**src/hdl/mmc3_pkg.sv**
```systemverilog
// Shared types, codes and constants of the MMC3 bank mapper.
`timescale 1ns / 1ps
package mmc3_pkg;

	localparam int PRG_MASK_W = 6;
	localparam int CHR_MASK_W = 8;
	localparam int ADDR_W     = 16;
	localparam int DATA_W     = 8;
	localparam int MAP_W      = 19;
	localparam int CFG_IDX_W  = 2;
	localparam int CFG_DATA_W = 8;
	localparam int NUM_BANKS  = 8;

	typedef enum logic [1:0] {
		FUNC_WRITE = 2'd0,
		FUNC_CLOCK = 2'd1,
		FUNC_CPU   = 2'd2,
		FUNC_PPU   = 2'd3
	} func_t;

	localparam logic [CFG_IDX_W-1:0] CFG_PRG_MASK    = 2'd0;
	localparam logic [CFG_IDX_W-1:0] CFG_CHR_MASK    = 2'd1;
	localparam logic [CFG_IDX_W-1:0] CFG_FOUR_SCREEN = 2'd2;
	localparam logic [CFG_IDX_W-1:0] CFG_RAM_PROT_IGN = 2'd3;

	localparam logic [ADDR_W-1:0] REG_DECODE_MASK = 16'hE001;
	localparam logic [ADDR_W-1:0] REG_BANK_SELECT = 16'h8000;
	localparam logic [ADDR_W-1:0] REG_BANK_DATA   = 16'h8001;
	localparam logic [ADDR_W-1:0] REG_MIRROR      = 16'hA000;
	localparam logic [ADDR_W-1:0] REG_RAM_PROTECT = 16'hA001;
	localparam logic [ADDR_W-1:0] REG_CNT_LATCH   = 16'hC000;
	localparam logic [ADDR_W-1:0] REG_CNT_RELOAD  = 16'hC001;
	localparam logic [ADDR_W-1:0] REG_IRQ_DISABLE = 16'hE000;
	localparam logic [ADDR_W-1:0] REG_IRQ_ENABLE  = 16'hE001;

	localparam logic [1:0] PROT_READ_WRITE = 2'b10;
	localparam logic [1:0] PROT_READ_ONLY  = 2'b11;

	localparam logic [PRG_MASK_W-1:0] PRG_MASK_RESET   = 6'h3F;
	localparam logic [CHR_MASK_W-1:0] CHR_MASK_RESET   = 8'hFF;
	localparam logic [PRG_MASK_W-1:0] PRG_SECOND_LAST  = 6'h3E;

	typedef struct packed {
		logic                  prg_mode;
		logic                  chr_invert;
		logic [NUM_BANKS-1:0][DATA_W-1:0] bank_regs;
		logic [PRG_MASK_W-1:0] prg_mask;
		logic [CHR_MASK_W-1:0] chr_mask;
	} bank_state_t;

	typedef struct packed {
		logic mirror_horizontal;
		logic prg_ram_read_enable;
		logic prg_ram_write_enable;
		logic irq_pending;
	} status_t;

endpackage

```
**src/hdl/mmc3_if.sv**
```systemverilog
// Handshake channel interfaces for items, results and configuration writes.
`timescale 1ns / 1ps
interface mmc3_req_if;
	logic                      valid;
	logic                      ready;
	logic [1:0]                func;
	logic [mmc3_pkg::ADDR_W-1:0] bus_address;
	logic [mmc3_pkg::DATA_W-1:0] write_data;

	modport source (output valid, func, bus_address, write_data, input ready);
	modport sink (input valid, func, bus_address, write_data, output ready);
endinterface

interface mmc3_rsp_if;
	logic                       valid;
	logic                       ready;
	logic [mmc3_pkg::MAP_W-1:0] mapped_address;
	logic                       address_hit;
	logic                       mirror_horizontal;
	logic                       prg_ram_read_enable;
	logic                       prg_ram_write_enable;
	logic                       irq_pending;

	modport source (output valid, mapped_address, address_hit, mirror_horizontal,
		prg_ram_read_enable, prg_ram_write_enable, irq_pending, input ready);
	modport sink (input valid, mapped_address, address_hit, mirror_horizontal,
		prg_ram_read_enable, prg_ram_write_enable, irq_pending, output ready);
endinterface

interface mmc3_cfg_if;
	logic                            valid;
	logic                            ready;
	logic [mmc3_pkg::CFG_IDX_W-1:0]  index;
	logic [mmc3_pkg::CFG_DATA_W-1:0] data;

	modport source (output valid, index, data, input ready);
	modport sink (input valid, index, data, output ready);
endinterface

```
**src/hdl/mmc3_bank_mapper_irq.sv**
```systemverilog
// Top level of the MMC3 bank mapper with scanline IRQ counter.
// A result beat is offered from the result register once its item has passed the input register.
// Throughput: one item per cycle; the input stalls only while the result register is full
// and not taken, through the input register and result register pair.
// Reset: all mapper state clears to zero, masks to full size, both registers empty.
`timescale 1ns / 1ps
module mmc3_bank_mapper_irq (
	input logic      clk,
	input logic      arst_n,
	mmc3_req_if.sink   req,
	mmc3_rsp_if.source rsp,
	mmc3_cfg_if.sink   cfg
);
	import mmc3_pkg::*;

	logic              valid_s1;
	logic [1:0]        func_s1;
	logic [ADDR_W-1:0] addr_s1;
	logic [DATA_W-1:0] data_s1;
	logic              advance;

	logic              valid_s2;
	logic [MAP_W-1:0]  mapped_s2;
	logic              hit_s2;
	status_t           status_s2;

	bank_state_t       bank_state;
	status_t           status_next;
	logic [MAP_W-1:0]  mapped;
	logic              hit;

	assign advance   = valid_s1 && (!valid_s2 || rsp.ready);
	assign req.ready = !valid_s1 || advance;
	assign cfg.ready = 1'b1;

	always_ff @(posedge clk or negedge arst_n) begin
		if (!arst_n) begin
			valid_s1 <= 1'b0;
		end else if (req.ready) begin
			valid_s1 <= req.valid;
		end
	end

	always_ff @(posedge clk) begin
		if (req.valid && req.ready) begin
			func_s1 <= req.func;
			addr_s1 <= req.bus_address;
			data_s1 <= req.write_data;
		end
	end

	mmc3_regs u_regs (
		.clk         (clk),
		.arst_n      (arst_n),
		.fire        (advance),
		.func        (func_s1),
		.bus_address (addr_s1),
		.write_data  (data_s1),
		.cfg_we      (cfg.valid),
		.cfg_index   (cfg.index),
		.cfg_data    (cfg.data),
		.bank_state  (bank_state),
		.status_next (status_next)
	);

	mmc3_xlate u_xlate (
		.func           (func_s1),
		.bus_address    (addr_s1),
		.bank_state     (bank_state),
		.mapped_address (mapped),
		.address_hit    (hit)
	);

	always_ff @(posedge clk or negedge arst_n) begin
		if (!arst_n) begin
			valid_s2 <= 1'b0;
		end else if (advance) begin
			valid_s2 <= 1'b1;
		end else if (rsp.ready) begin
			valid_s2 <= 1'b0;
		end
	end

	always_ff @(posedge clk) begin
		if (advance) begin
			mapped_s2 <= mapped;
			hit_s2    <= hit;
			status_s2 <= status_next;
		end
	end

	assign rsp.valid                = valid_s2;
	assign rsp.mapped_address       = mapped_s2;
	assign rsp.address_hit          = hit_s2;
	assign rsp.mirror_horizontal    = status_s2.mirror_horizontal;
	assign rsp.prg_ram_read_enable  = status_s2.prg_ram_read_enable;
	assign rsp.prg_ram_write_enable = status_s2.prg_ram_write_enable;
	assign rsp.irq_pending          = status_s2.irq_pending;
endmodule

```
**src/hdl/mmc3_regs.sv**
```systemverilog
// Mapper register file: configuration, CPU write decode and the scanline IRQ counter.
`timescale 1ns / 1ps
module mmc3_regs (
	input  logic                            clk,
	input  logic                            arst_n,
	input  logic                            fire,
	input  logic [1:0]                      func,
	input  logic [mmc3_pkg::ADDR_W-1:0]     bus_address,
	input  logic [mmc3_pkg::DATA_W-1:0]     write_data,
	input  logic                            cfg_we,
	input  logic [mmc3_pkg::CFG_IDX_W-1:0]  cfg_index,
	input  logic [mmc3_pkg::CFG_DATA_W-1:0] cfg_data,
	output mmc3_pkg::bank_state_t           bank_state,
	output mmc3_pkg::status_t               status_next
);
	import mmc3_pkg::*;

	logic [PRG_MASK_W-1:0] prg_mask_q;
	logic [CHR_MASK_W-1:0] chr_mask_q;
	logic                  four_screen_q;
	logic                  ram_prot_ign_q;

	logic [2:0]            bank_select_q, bank_select_d;
	logic                  prg_mode_q, prg_mode_d;
	logic                  chr_invert_q, chr_invert_d;
	logic [NUM_BANKS-1:0][DATA_W-1:0] bank_regs_q, bank_regs_d;
	logic                  mirror_q, mirror_d;
	logic                  ram_rd_q, ram_rd_d;
	logic                  ram_wr_q, ram_wr_d;
	logic [DATA_W-1:0]     latch_q, latch_d;
	logic [DATA_W-1:0]     count_q, count_d;
	logic                  reload_q, reload_d;
	logic                  irq_en_q, irq_en_d;
	logic                  irq_flag_q, irq_flag_d;
	logic [ADDR_W-1:0]     reg_addr;

	assign reg_addr = bus_address & REG_DECODE_MASK;

	always_comb begin
		bank_select_d = bank_select_q;
		prg_mode_d    = prg_mode_q;
		chr_invert_d  = chr_invert_q;
		bank_regs_d   = bank_regs_q;
		mirror_d      = mirror_q;
		ram_rd_d      = ram_rd_q;
		ram_wr_d      = ram_wr_q;
		latch_d       = latch_q;
		count_d       = count_q;
		reload_d      = reload_q;
		irq_en_d      = irq_en_q;
		irq_flag_d    = irq_flag_q;
		if (func == FUNC_WRITE) begin
			unique case (reg_addr)
				REG_BANK_SELECT: begin
					bank_select_d = write_data[2:0];
					prg_mode_d    = write_data[6];
					chr_invert_d  = write_data[7];
				end
				REG_BANK_DATA: bank_regs_d[bank_select_q] = write_data;
				REG_MIRROR: begin
					if (!four_screen_q) begin
						mirror_d = write_data[0];
					end
				end
				REG_RAM_PROTECT: begin
					if (!ram_prot_ign_q) begin
						case (write_data[7:6])
							PROT_READ_WRITE: begin
								ram_rd_d = 1'b1;
								ram_wr_d = 1'b1;
							end
							PROT_READ_ONLY: begin
								ram_rd_d = 1'b1;
								ram_wr_d = 1'b0;
							end
							default: begin
								ram_rd_d = 1'b0;
								ram_wr_d = 1'b0;
							end
						endcase
					end
				end
				REG_CNT_LATCH: latch_d = write_data;
				REG_CNT_RELOAD: begin
					reload_d = 1'b1;
					count_d  = '0;
				end
				REG_IRQ_DISABLE: begin
					irq_en_d   = 1'b0;
					irq_flag_d = 1'b0;
				end
				REG_IRQ_ENABLE: irq_en_d = 1'b1;
				default: begin
				end
			endcase
		end else if (func == FUNC_CLOCK) begin
			if (count_q == '0 || reload_q) begin
				count_d  = latch_q;
				reload_d = 1'b0;
			end else begin
				count_d = count_q - 1'b1;
			end
			if (count_d == '0 && irq_en_q) begin
				irq_flag_d = 1'b1;
			end
		end
	end

	always_ff @(posedge clk or negedge arst_n) begin
		if (!arst_n) begin
			bank_select_q <= '0;
			prg_mode_q    <= 1'b0;
			chr_invert_q  <= 1'b0;
			bank_regs_q   <= '0;
			mirror_q      <= 1'b0;
			ram_rd_q      <= 1'b0;
			ram_wr_q      <= 1'b0;
			latch_q       <= '0;
			count_q       <= '0;
			reload_q      <= 1'b0;
			irq_en_q      <= 1'b0;
			irq_flag_q    <= 1'b0;
		end else if (fire) begin
			bank_select_q <= bank_select_d;
			prg_mode_q    <= prg_mode_d;
			chr_invert_q  <= chr_invert_d;
			bank_regs_q   <= bank_regs_d;
			mirror_q      <= mirror_d;
			ram_rd_q      <= ram_rd_d;
			ram_wr_q      <= ram_wr_d;
			latch_q       <= latch_d;
			count_q       <= count_d;
			reload_q      <= reload_d;
			irq_en_q      <= irq_en_d;
			irq_flag_q    <= irq_flag_d;
		end
	end

	always_ff @(posedge clk or negedge arst_n) begin
		if (!arst_n) begin
			prg_mask_q     <= PRG_MASK_RESET;
			chr_mask_q     <= CHR_MASK_RESET;
			four_screen_q  <= 1'b0;
			ram_prot_ign_q <= 1'b0;
		end else if (cfg_we) begin
			unique case (cfg_index)
				CFG_PRG_MASK:     prg_mask_q     <= cfg_data[PRG_MASK_W-1:0];
				CFG_CHR_MASK:     chr_mask_q     <= cfg_data[CHR_MASK_W-1:0];
				CFG_FOUR_SCREEN:  four_screen_q  <= cfg_data[0];
				CFG_RAM_PROT_IGN: ram_prot_ign_q <= cfg_data[0];
				default: begin
				end
			endcase
		end
	end

	assign bank_state.prg_mode   = prg_mode_q;
	assign bank_state.chr_invert = chr_invert_q;
	assign bank_state.bank_regs  = bank_regs_q;
	assign bank_state.prg_mask   = prg_mask_q;
	assign bank_state.chr_mask   = chr_mask_q;

	assign status_next.mirror_horizontal    = mirror_d;
	assign status_next.prg_ram_read_enable  = ram_rd_d;
	assign status_next.prg_ram_write_enable = ram_wr_d;
	assign status_next.irq_pending          = irq_flag_d;

`ifndef ASSERT_OFF
	a_irq_disable_clears: assert property (@(posedge clk) disable iff (!arst_n)
		fire && func == FUNC_WRITE && reg_addr == REG_IRQ_DISABLE |=> !irq_flag_q)
		else $error("IRQ pending survived a disable write");
	a_irq_rise_on_clock: assert property (@(posedge clk) disable iff (!arst_n)
		$rose(irq_flag_q) |-> $past(fire && func == FUNC_CLOCK && irq_en_q))
		else $error("IRQ pending rose without an enabled A12 clock");
	a_reload_write: assert property (@(posedge clk) disable iff (!arst_n)
		fire && func == FUNC_WRITE && reg_addr == REG_CNT_RELOAD
		|=> reload_q && count_q == '0)
		else $error("reload write did not clear the counter and set reload");
`endif
endmodule

```
**src/hdl/mmc3_xlate.sv**
```systemverilog
// PRG and CHR address translation through the current bank registers.
`timescale 1ns / 1ps
module mmc3_xlate (
	input  logic [1:0]                  func,
	input  logic [mmc3_pkg::ADDR_W-1:0] bus_address,
	input  mmc3_pkg::bank_state_t       bank_state,
	output logic [mmc3_pkg::MAP_W-1:0]  mapped_address,
	output logic                        address_hit
);
	import mmc3_pkg::*;

	logic [1:0]            prg_slot;
	logic [PRG_MASK_W-1:0] prg_bank;
	logic [PRG_MASK_W-1:0] second_last;
	logic [PRG_MASK_W-1:0] r6, r7;
	logic [2:0]            chr_slot;
	logic [2:0]            chr_idx;
	logic [DATA_W-1:0]     chr_raw;
	logic [CHR_MASK_W-1:0] chr_bank;

	assign second_last = PRG_SECOND_LAST & bank_state.prg_mask;
	assign r6 = bank_state.bank_regs[6][PRG_MASK_W-1:0] & bank_state.prg_mask;
	assign r7 = bank_state.bank_regs[7][PRG_MASK_W-1:0] & bank_state.prg_mask;
	assign prg_slot = bus_address[14:13];

	always_comb begin
		case (prg_slot)
			2'd0:    prg_bank = bank_state.prg_mode ? second_last : r6;
			2'd1:    prg_bank = r7;
			2'd2:    prg_bank = bank_state.prg_mode ? r6 : second_last;
			default: prg_bank = bank_state.prg_mask;
		endcase
	end

	assign chr_slot = bus_address[12:10] ^ {bank_state.chr_invert, 2'b00};
	assign chr_idx  = chr_slot - 3'd2;

	always_comb begin
		if (chr_slot[2:1] == 2'b00) begin
			chr_raw = {bank_state.bank_regs[0][DATA_W-1:1], chr_slot[0]};
		end else if (chr_slot[2:1] == 2'b01) begin
			chr_raw = {bank_state.bank_regs[1][DATA_W-1:1], chr_slot[0]};
		end else begin
			chr_raw = bank_state.bank_regs[chr_idx];
		end
	end

	assign chr_bank = chr_raw & bank_state.chr_mask;

	always_comb begin
		mapped_address = '0;
		address_hit    = 1'b0;
		if (func == FUNC_CPU && bus_address[15]) begin
			mapped_address = {prg_bank, bus_address[12:0]};
			address_hit    = 1'b1;
		end else if (func == FUNC_PPU && !bus_address[13]) begin
			mapped_address = {1'b0, chr_bank, bus_address[9:0]};
			address_hit    = 1'b1;
		end
	end
endmodule

```
**src/flat_wrapper.sv**
```systemverilog
// flat-port wrapper written by rule: the top's interface ports become plain ports
module mmc3_bank_mapper_irq_flat import mmc3_pkg::*;
  (clk, arst_n, req_valid, req_func, req_bus_address, req_write_data, req_ready, rsp_valid, rsp_mapped_address, rsp_address_hit, rsp_mirror_horizontal, rsp_prg_ram_read_enable, rsp_prg_ram_write_enable, rsp_irq_pending, rsp_ready, cfg_valid, cfg_index, cfg_data, cfg_ready);
  mmc3_req_if req_i ();
  mmc3_rsp_if rsp_i ();
  mmc3_cfg_if cfg_i ();
  input logic clk;
  input logic arst_n;
  input wire logic [$bits(req_i.valid)-1:0] req_valid;
  input wire logic [$bits(req_i.func)-1:0] req_func;
  input wire logic [$bits(req_i.bus_address)-1:0] req_bus_address;
  input wire logic [$bits(req_i.write_data)-1:0] req_write_data;
  output wire logic [$bits(req_i.ready)-1:0] req_ready;
  output wire logic [$bits(rsp_i.valid)-1:0] rsp_valid;
  output wire logic [$bits(rsp_i.mapped_address)-1:0] rsp_mapped_address;
  output wire logic [$bits(rsp_i.address_hit)-1:0] rsp_address_hit;
  output wire logic [$bits(rsp_i.mirror_horizontal)-1:0] rsp_mirror_horizontal;
  output wire logic [$bits(rsp_i.prg_ram_read_enable)-1:0] rsp_prg_ram_read_enable;
  output wire logic [$bits(rsp_i.prg_ram_write_enable)-1:0] rsp_prg_ram_write_enable;
  output wire logic [$bits(rsp_i.irq_pending)-1:0] rsp_irq_pending;
  input wire logic [$bits(rsp_i.ready)-1:0] rsp_ready;
  input wire logic [$bits(cfg_i.valid)-1:0] cfg_valid;
  input wire logic [$bits(cfg_i.index)-1:0] cfg_index;
  input wire logic [$bits(cfg_i.data)-1:0] cfg_data;
  output wire logic [$bits(cfg_i.ready)-1:0] cfg_ready;
  assign req_i.valid = req_valid;
  assign req_i.func = req_func;
  assign req_i.bus_address = req_bus_address;
  assign req_i.write_data = req_write_data;
  assign req_ready = req_i.ready;
  assign rsp_valid = rsp_i.valid;
  assign rsp_mapped_address = rsp_i.mapped_address;
  assign rsp_address_hit = rsp_i.address_hit;
  assign rsp_mirror_horizontal = rsp_i.mirror_horizontal;
  assign rsp_prg_ram_read_enable = rsp_i.prg_ram_read_enable;
  assign rsp_prg_ram_write_enable = rsp_i.prg_ram_write_enable;
  assign rsp_irq_pending = rsp_i.irq_pending;
  assign rsp_i.ready = rsp_ready;
  assign cfg_i.valid = cfg_valid;
  assign cfg_i.index = cfg_index;
  assign cfg_i.data = cfg_data;
  assign cfg_ready = cfg_i.ready;
  mmc3_bank_mapper_irq u_core (.clk(clk), .arst_n(arst_n), .req(req_i), .rsp(rsp_i), .cfg(cfg_i));
endmodule
```
**config.mk**
```make
export PLATFORM = sky130hd
export DESIGN_NAME = mmc3_bank_mapper_irq_flat
export DESIGN_NICKNAME = d
export VERILOG_FILES = /design/src/hdl/mmc3_pkg.sv /design/src/hdl/mmc3_if.sv /design/src/hdl/mmc3_bank_mapper_irq.sv /design/src/hdl/mmc3_regs.sv /design/src/hdl/mmc3_xlate.sv /design/src/flat_wrapper.sv
export SDC_FILE = /design/constraint.sdc
export NUM_CORES = 1
export LEC_CHECK = 0
export BUFFER_PORTS_ARGS = -buffer_cell sky130_fd_sc_hd__buf_4
export CAP_MARGIN = 20
export CORE_MARGIN = 2
export CORE_UTILIZATION = 45
export DETAILED_ROUTE_END_ITERATION = 12
export GPL_TIMING_DRIVEN = 0
export PLACE_DENSITY = 0.65
export SETUP_SLACK_MARGIN = 0.02
export SYNTH_ARGS = -nofsm -noshare
export SYNTH_HDL_FRONTEND = slang
export SYNTH_SLANG_ARGS = --single-unit
```
**constraint.sdc**
```tcl
create_clock -name clk -period 4.27 [get_ports clk]
set_input_delay 0.854 -clock clk [delete_from_list [all_inputs] [get_ports clk]]
set_output_delay 0.854 -clock clk [all_outputs]
set_load 0.05 [all_outputs]
```
=== Yosys cells after proc, flatten, opt, wreduce, memory -nomap -nowiden ===
Cells that the tools add are included.

* Register bits: 159
* Output and inout bits: 27
* Word-level logic and storage cells: 137

* $add $sub $neg: 2
* Multiplexer cells: 41
* Bitwise logic cells: 4
* Reduce and logical (&&, ||, !) cells: 33
* Equal/unequal tests: 20
* Magnitude comparators: 3

{| class="wikitable"
|+ Operators with widths
! cell !! number
|-
| 8-bit 2-to-1 mux || 10
|-
| 64-bit bitwise mux || 1
|-
| 4-bit equality test (second input constant) || 8
|-
| 8-bit binary-select mux with 3-bit select || 1
|-
| 8-bit demux with 3-bit select || 1
|-
| 1-bit 2-to-1 mux || 22
|-
| 19-bit 2-to-1 mux || 1
|-
| 18-bit 2-to-1 mux || 1
|-
| 6-bit one-hot mux with 3 select lines || 1
|-
| 8-bit logical NOT || 2
|-
| 3-bit AND reduction || 5
|-
| 2-bit equality test (second input constant) || 7
|-
| 6-bit bitwise AND || 2
|-
| 6-bit 2-to-1 mux || 2
|-
| 8-bit bitwise AND || 1
|-
| 2-bit by 1-bit equality test with 1-bit output (second input constant) || 4
|-
| 2-bit logical NOT || 4
|-
| 3-bit by 4-bit less-than comparator with 1-bit output (second input constant) || 2
|-
| 2-bit AND reduction || 4
|-
| 2-bit nonzero test || 4
|-
| 8-bit by 1-bit subtractor with 8-bit output (second input constant) || 1
|-
| 1-bit logical AND || 6
|-
| 4-bit AND reduction || 1
|-
| 3-bit by 1-bit >= comparator with 1-bit output (second input constant) || 1
|-
| other kinds (7) || 11
|}

=== Longest topological paths before layout ===
Gate-level depths: netlist (run 1).

* Depth after elaboration: 10
* Mapped depth: 10
* Gate-level depth less buffers: 7

=== Modules after synthesis ===
Synthesis (run 1) repeated with hierarchy kept, for this count alone.

* Cell total of the unflattened synthesis: 502
* Area total of the unflattened synthesis: 7,164.4 sq um

{| class="wikitable"
|+ By module, submodules not included
! module !! area an instance (sq um) !! times used !! cells each !! sequential area each (sq um)
|-
| mmc3_regs || 4,600.7 || 1 || 335 || 2,695.1
|-
| mmc3_bank_mapper_irq || 1,616.6 || 1 || 60 || 1,551.5
|-
| mmc3_xlate || 947.2 || 1 || 107 || 0.0
|}

=== Worst setup path after synthesis (run 1) ===
No wires, ideal clock.

* Kind: reg2reg
* Start point: register u_core.addr_s1[11]
* End point: register u_core.mapped_s2[13] (netlist: u_core.rsp.mapped_address[13]) (data pin)
* Library setup time: 0.256 ns
* Slack: 1.285 ns
* Cell stages (with the launch flop): 11
* Arrival time: 2.729 ns
* Path buffers: 3
* Cells stage by stage: edfxtp_1 buf_1 inv_1 ha_1 clkbuf_1 clkbuf_1 mux4_2 mux2_2 mux2i_1 o21ai_0 a31o_2

* Word-level cells in the longest chain between the ends: 9

{| class="wikitable"
|+ RTL lines
! element !! RTL line !! text
|-
| start, declared || mmc3_bank_mapper_irq.sv:18 || <nowiki>logic [ADDR_W-1:0] addr_s1;</nowiki>
|-
| start signal, assigned || mmc3_bank_mapper_irq.sv:47 || <nowiki>addr_s1 <= req.bus_address;</nowiki>
|-
| 3-bit XOR * || mmc3_xlate.sv:35 || <nowiki>assign chr_slot = bus_address[12:10] ^ {bank_state.chr_invert, 2'b00};</nowiki>
|-
| 3-bit by 2-bit subtractor with 3-bit output || mmc3_xlate.sv:36 || <nowiki>assign chr_idx = chr_slot - 3'd2;</nowiki>
|-
| 8-bit binary-select mux with 3-bit select || mmc3_xlate.sv:44 || <nowiki>chr_raw = bank_state.bank_regs[chr_idx];</nowiki>
|-
| 8-bit 2-to-1 mux (implied by the code) || mmc3_xlate.sv:44 ||
|-
| 8-bit 2-to-1 mux || mmc3_xlate.sv:41 || <nowiki>end else if (chr_slot[2:1] == 2'b01) begin</nowiki>
|-
| 8-bit 2-to-1 mux * || mmc3_xlate.sv:39 || <nowiki>if (chr_slot[2:1] == 2'b00) begin</nowiki>
|-
| 8-bit bitwise AND * || mmc3_xlate.sv:48 || <nowiki>assign chr_bank = chr_raw & bank_state.chr_mask;</nowiki>
|-
| 18-bit 2-to-1 mux * || mmc3_xlate.sv:56 || <nowiki>end else if (func == FUNC_PPU && !bus_address[13]) begin</nowiki>
|-
| 19-bit 2-to-1 mux * || mmc3_xlate.sv:53 || <nowiki>if (func == FUNC_CPU && bus_address[15]) begin</nowiki>
|-
| via u_core.mapped[13] || mmc3_bank_mapper_irq.sv:29 || <nowiki>logic [MAP_W-1:0] mapped;</nowiki>
|-
| end signal, assigned || mmc3_bank_mapper_irq.sv:86 || <nowiki>mapped_s2 <= mapped;</nowiki>
|-
| end, declared || mmc3_bank_mapper_irq.sv:23 || <nowiki>logic [MAP_W-1:0] mapped_s2;</nowiki>
|}

Mark *: on every way through the listed nets, which the timed path passes. The rest lies on a longest branch. The select of a mux whose other input is x is not followed.
A chain may end at the register's enable or synchronous reset.

=== Worst setup path in the final report (run 1) ===
Ends and elaborated chain as after synthesis.

==> results of run 1 <==
layer usage:
layer  share of wire (%)  up-vias  routed length [um]  track usage [%]
met5               0.081        -                  13                0
met4                 2.1        2                 337            6.633
met3                 3.8       25                 611            4.723
met2                  49       94                7875            32.61
met1                  45     2353                7191            26.57
li1                    -     2109                   -                -
sequential cells by signal (all words and copies together), names as in the netlist, 2 cells and up:
| signal | flops |
|---|---|
| u_core.u_regs.bank_select_q | 3 |
| u_core.rsp.mapped_address | 19 |
| u_core.u_regs.latch_q | 8 |
| u_core.u_regs.chr_mask_q | 8 |
| u_core.u_regs.count_q | 8 |
| u_core.data_s1 | 8 |
| u_core.addr_s1 | 16 |
| u_core.u_regs.prg_mask_q | 6 |
| u_core.u_regs.bank_state | 64 |
| u_core.func_s1 | 2 |
cell usage after synthesis (all sizes together), types with 3 or more instances:
master / instances
and2: 11
nor2: 22
nor4b: 5
o21a: 3
nand2b: 4
nand4b: 4
mux2: 103
dfstp: 14
a21oi: 14
edfxtp: 50
nor3: 12
ha: 4
nor2b: 7
buf: 13
mux2i: 5
o211ai: 7
nand3: 7
nand3b: 4
mux4: 16
clkbuf: 14
dfrtp: 95
o31ai: 3
o21ai: 20
nand4: 4
inv: 10
or4: 4
nand2: 33
nor3b: 5
o22ai: 6
power by group:
part / internal (mW) / switching [mW] / total [mW]
clock network: 1.18 / 0.588 / 1.77
logic: 0.309 / 0.440 / 0.748
registers: 1.74 / 0.112 / 1.86
critical path: cells and delay by family, from the launching register on:
kind | cells | cell delay [ps]
AO/OA/AOI/OAI | 2 | 420
adder cells (fa/ha/maj) | 1 | 340
buffers and inverters | 4 | 1650
flip-flops | 1 | 460
multiplexers | 3 | 790
metrics by stage:
step / area (um^2) / worst slack (ps) / utilization, % / hold WS, ps
2_1_floorplan: 7188 / 1285 / - / 441.8
3_3_place_gp: 7954 / 348.0 / 50.44 / 455.8
3_5_place_dp: 7993 / 369.3 / 50.68 / 466.0
4_1_cts: 8690 / 289.0 / 55.10 / 479.3
5_1_grt: 8745 / 213.7 / 55.45 / 489.1
6_report: 8745 / 351.2 / 55.45 / 483.4
layout make-up:
class / instances / area, um^2
multi-input combinational: 324 / 2793
clock inverter: 9 / 200.2
clock buffer: 23 / 496.7
fill: 1281 / 7025
timing repair buffer: 70 / 589.3
tap: 216 / 270.3
inverter: 10 / 37.54
buffer: 27 / 111.4
sequential: 159 / 4247
kinds of logic (layout without fill, tap and decap cells):
kind of cell	after synthesis	in the layout
AOI/OAI and AO/OA	64	64
xor gates and xnor gates	3	3
adders and majority gates	4	4
buffers and inverters	37	139
DFF	159	159
muxes	124	124
other	1	1
and+or+nand+nor	128	128
worst paths after layout:
kind / startpoint / end / slack (ps) / cells after the start
worst min-delay path: u_core.u_regs.mirror_q / u_core.u_regs.mirror_q / 480 / 2
min in group asynchronous: arst_n / u_core.u_regs.ram_wr_q / 490 / 1
worst min register to register: u_core.u_regs.mirror_q / u_core.u_regs.mirror_q / 480 / 2
worst max register to register: u_core.addr_s1[11] / u_core.rsp.mapped_address[13] / 350 / 10
worst max-delay path: u_core.addr_s1[11] / u_core.rsp.mapped_address[13] / 350 / 10
max in group asynchronous: arst_n / u_core.u_regs.prg_mask_q[3] / 2990 / 2
==> results by group, run 1 <==
Synth
  – Post-Synth Adder-Cell Area: 0.6963%
  – Syn Area/Cell: 13.82 um^2
  – Post-synth top area cell: dfrtp_1
  – Yosys top cell area share: 33.07%
  – Synth warn: 0
  – Synth top area cells: dfrtp_1 (33%), edfxtp_1 (21%), mux2_2 (16%)
  – Async set-reset flop share out of synthesis: 68.55%
  – Synth Area in Simple Gates: 10.29%
  – Mux cell area share after synthesis: 21.85%
  – Syn Nets: 565
  – Post-synthesis xor/xnor area fraction: 0.3655%
  – Synth cell types: 51
  – Post-synth EDFFs: 50
  – Cell count after synthesis: 520
  – Post-synthesis sequential area ratio: 59.08%
  – Main combinational cell family by area after synthesis: multiplexers
  – Post-synthesis compound-gate area fraction: 5.605%
  – Ys flop type: dfrtp_1
  – Mapped cell area: 7188 um^2
  – Register bit total from synthesis: 159

GRT
  – Vias in the first global route: 4553
  – Global-route wire length before repair: 25.05 mm
  – Initial antenna violation count: 1
  – GRT Util Overall: 19.95%
  – Congestion Overflow GR: 0
  – Largest net degree at the start of global routing: 59

Timing
  – Setup TNS: 0 ps
  – Slew headroom: 35.25%
  – Period utilisation layout: 91.77%
  – Hold Vio Cnt, Final: 0
  – Worst Skew: 6.181 ps
  – F_max: 0.2552 GHz
  – Slew Limit Fails: 0
  – Minimum clock period: 3919 ps
  – RSZ-0062 raised after global routing: no
  – Measured slew at the worst slew-check pin: 969.1 ps
  – Final setup viols: 0

Setup path
  – Worst EP required: 4440 ps
  – Slowest stage cell on the critical path: clkbuf_1
  – Crit Path Max Fanout: 10
  – Critical path type: reg2reg
  – CP endpoint kind: flip-flop
  – Arr. time, crit path: 4090 ps
  – Worst path most repeated cell: clkbuf_1
  – CP cell instances: buf_1 -> inv_1 -> ha_1 -> clkbuf_1 -> clkbuf_1 -> mux4_2 -> mux2_2 -> mux2i_1 -> o21ai_0 -> a31o_2
  – CP Launch Type: flip-flop
  – Crit path largest cell delay: 570 ps

Floorplan
  – Core area: 15770 um^2
  – I/O pin cnt: 68
  – Die Y: 130.4 um
  – Rows: 46
  – Die ar.: 17000 um^2
  – Initial core utilization: 45.58%
  – Die Width: 130.4 um

Final layout
  – Layout Cells excl Fill: 838
  – Most common cell after layout, fill and taps aside: mux2_2
  – Layout area overhead: 21.65%
  – Ratio of cells with drive above 1 in the final layout: 39.87%
  – Nets: 654
  – ANT cells: 0
  – Most frequent cells in the layout: mux2_2 (102), dfrtp_1 (95), buf_4 (67), edfxtp_1 (50), nand2_1 (33)

Power
  – Tot Pwr: 4.369 mW
  – Worst vdd ir: 0.3025 mV
  – Power per cell area: 499.6 nW/um^2
  – Static leakage: 3.758 nW

Clock tree
  – Post-CTS setup buffer count: 0
  – Max clock buf depth: 2
  – Worst-path clk slew: 60 ps
  – # hold bufs at CTS: 0
  – Post-cts sizing count: 0
  – CTS tree: done
  – Clock Latency Late Sink: 420 ps
  – Max H-tree Level: 4
  – CTS buffer count: 17
  – Root buf cell: clkbuf_16
  – TritonCTS Sinks: 159

Routing
  – Initial DRC Count: 270
  – Vias/cell: 5.469
  – WL/cell: 19.13 um
  – Vias: 4583
  – ANT nets after route: 0
  – DRC errors left: 0
  – Drt total wl: 16.03 mm
  – DRT Pass-1 Iters: 5

Run status
  – Outcome: finished, final reports clean

Run
  – Max-cap viol count: 0

Placed design
  – GPL Wtd Cong: 0.8239
  – # port buffers: 66
  – Placed Cells: 804
  – DPL Wire Length: 11.35 mm

Hold path
  – Hold WC Path Type: reg2reg
Power figures use the tool's default switching activity.
==> run 2, diff against run 1 <==
--- a/config.mk
+++ b/config.mk
@@ -10,7 +10,6 @@
 export CORE_MARGIN = 2
 export CORE_UTILIZATION = 45
 export DETAILED_ROUTE_END_ITERATION = 12
-export GPL_TIMING_DRIVEN = 0
 export PLACE_DENSITY = 0.65
 export SETUP_SLACK_MARGIN = 0.02
 export SYNTH_ARGS = -nofsm -noshare
==> results by group, run 2 (synthesis results as in run 1) <==
Final layout
  – Layout fillers: 1358
  – Most common cell after layout, fill and taps aside: mux2_2
  – ANT cells: 0
  – Area of the multi-input gates: 2793 um^2
  – Nets: 630
  – FF+latch area: 4247 um^2
  – Layout area overhead: 18.43%
  – Ratio of cells with drive above 1 in the final layout: 40.80%
  – Most frequent cells in the layout: mux2_2 (102), dfrtp_1 (95), buf_4 (72), edfxtp_1 (50), nand2_1 (33)
  – Max reg flops: 64

Routing
  – WL/cell: 19.58 um
  – Initial DRC Count: 351
  – Drt total wl: 15.94 mm
  – ANT nets after route: 0
  – DRC errors left: 0
  – Vias: 4556
  – Vias/cell: 5.597
  – DRT Pass-1 Iters: 5

Clock tree
  – Post-cts sizing count: 0
  – Post-CTS setup buffer count: 0
  – Root buf cell: clkbuf_16
  – CTS buffer count: 17
  – # hold bufs at CTS: 0
  – Max H-tree Level: 4
  – Worst-path clk slew: 60 ps
  – CTS tree: done
  – Clock Latency Late Sink: 430 ps
  – TritonCTS Sinks: 159
  – Max clock buf depth: 2

GRT
  – Gr busiest metal: met2
  – GR Util met2: 30.95%
  – Congestion Overflow GR: 0
  – Met3 track demand over resource: 4.235%
  – Vias in the first global route: 4604
  – Initial antenna violation count: 0
  – GRT Util Overall: 20.22%
  – Largest net degree at the start of global routing: 64
  – Global-route wire length before repair: 25.43 mm
  – GRT met1 Usage: 28.59%

Placed design
  – GPL Wtd Cong: 0.8547
  – Dpl ws: 1238 ps
  – # port buffers: 66
  – DPL Wire Length: 11.04 mm

Setup path
  – Critical path type: reg2reg
  – Crit path largest cell delay: 780 ps
  – Reg2reg setup slack: 1340 ps
  – CP cell instances: buf_4 -> inv_1 -> ha_1 -> mux4_2 -> mux2_2 -> mux2i_1 -> o21ai_0 -> a31o_2
  – Slowest stage cell on the critical path: ha_1
  – Arr. time, crit path: 3120 ps
  – CP Launch Type: flip-flop
  – CP endpoint kind: flip-flop
  – Worst EP required: 4460 ps
  – Crit Path Max Fanout: 15

Timing
  – Slew headroom: 36.64%
  – Hold Vio Cnt, Final: 0
  – Slew Limit Fails: 0
  – RSZ-0062 raised after global routing: no
  – F_max: 0.3411 GHz
  – Measured slew at the worst slew-check pin: 948.3 ps
  – Period utilisation layout: 68.66%
  – Minimum clock period: 2932 ps
  – Worst Skew: 5.419 ps
  – Final setup viols: 0
  – Final Worst Setup Slack: 1338 ps
  – Setup TNS: 0 ps

Power
  – Static leakage: 3.654 nW
  – Tot Pwr: 4.122 mW
  – Sw Share: 28.20%
  – Clock network fraction of total power: 37.2%
  – Psw: 1.163 mW
  – Gate power share: 16.8%
  – Internal power: 2.960 mW
  – Worst vdd ir: 0.3031 mV
  – Sequential power share: 46.0%
  – Power per cell area: 484.2 nW/um^2

Floorplan
  – Rows: 46
  – Die ar.: 17000 um^2
  – Die Y: 130.4 um
  – Die Width: 130.4 um
  – Initial core utilization: 45.58%
  – Core area: 15770 um^2
  – I/O pin cnt: 68

Hold path
  – Hold WC Path Type: reg2reg

Run status
  – Outcome: finished, final reports clean

Run
  – Max-cap viol count: 0
## run 2: worst paths after layout
kind	startpoint	end	cells past startpoint
setup / recovery	u_core.addr_s1[11]	u_core.rsp.mapped_address[13]	8
hold / removal	u_core.u_regs.mirror_q	u_core.u_regs.mirror_q	2
setup reg to reg	u_core.addr_s1[11]	u_core.rsp.mapped_address[13]	8
hold reg to reg	u_core.u_regs.mirror_q	u_core.u_regs.mirror_q	2
max in group asynchronous	arst_n	u_core.u_regs.prg_mask_q[0]	2
min in group asynchronous	arst_n	u_core.u_regs.ram_wr_q	1
## run 2: critical path: cells and delay by family, from the launching register on
kind,cells,cell delay (ps)
flops,1,320
fa+ha+maj,1,780
buf+inv,2,340
compound gates,2,440
mux,3,800
## run 2: area by class of cell
class / count / area share, %
clock buffer: 19 / 5.085
clock inverter: 13 / 1.940
inverter: 10 / 0.4409
multi-input combinational: 324 / 32.80
sequential: 159 / 49.88
tap: 216 / 3.175
timing repair buffer: 73 / 6.673
## run 2: power groups by stage
stage	clock network, mW	logic [mW]	registers (mW)
floorplan	0	0.461	1.92
global placement	0	0.664	1.92
detailed placement	0	0.682	1.92
CTS	1.57	0.685	1.90
global route	1.63	0.758	1.92
finish	1.54	0.691	1.90
## run 2: metal layers
layer	part of all wire, %	vias up
li1	-	2078
met1	47	2326
met2	46	121
met3	4.4	31
met4	2.5	0
met5	0	-
## run 2: per-stage QoR
step | hold slack, ps | utilization (%) | area (um^2) | cells
2_1_floorplan | 441.8 | - | 7188 | 520
3_3_place_gp | 457.2 | 50.02 | 7888 | 781
3_5_place_dp | 463.3 | 50.02 | 7888 | 781
4_1_cts | 477.6 | 53.81 | 8486 | 813
5_1_grt | 488.1 | 53.98 | 8513 | 814
6_report | 477.0 | 53.98 | 8513 | 814
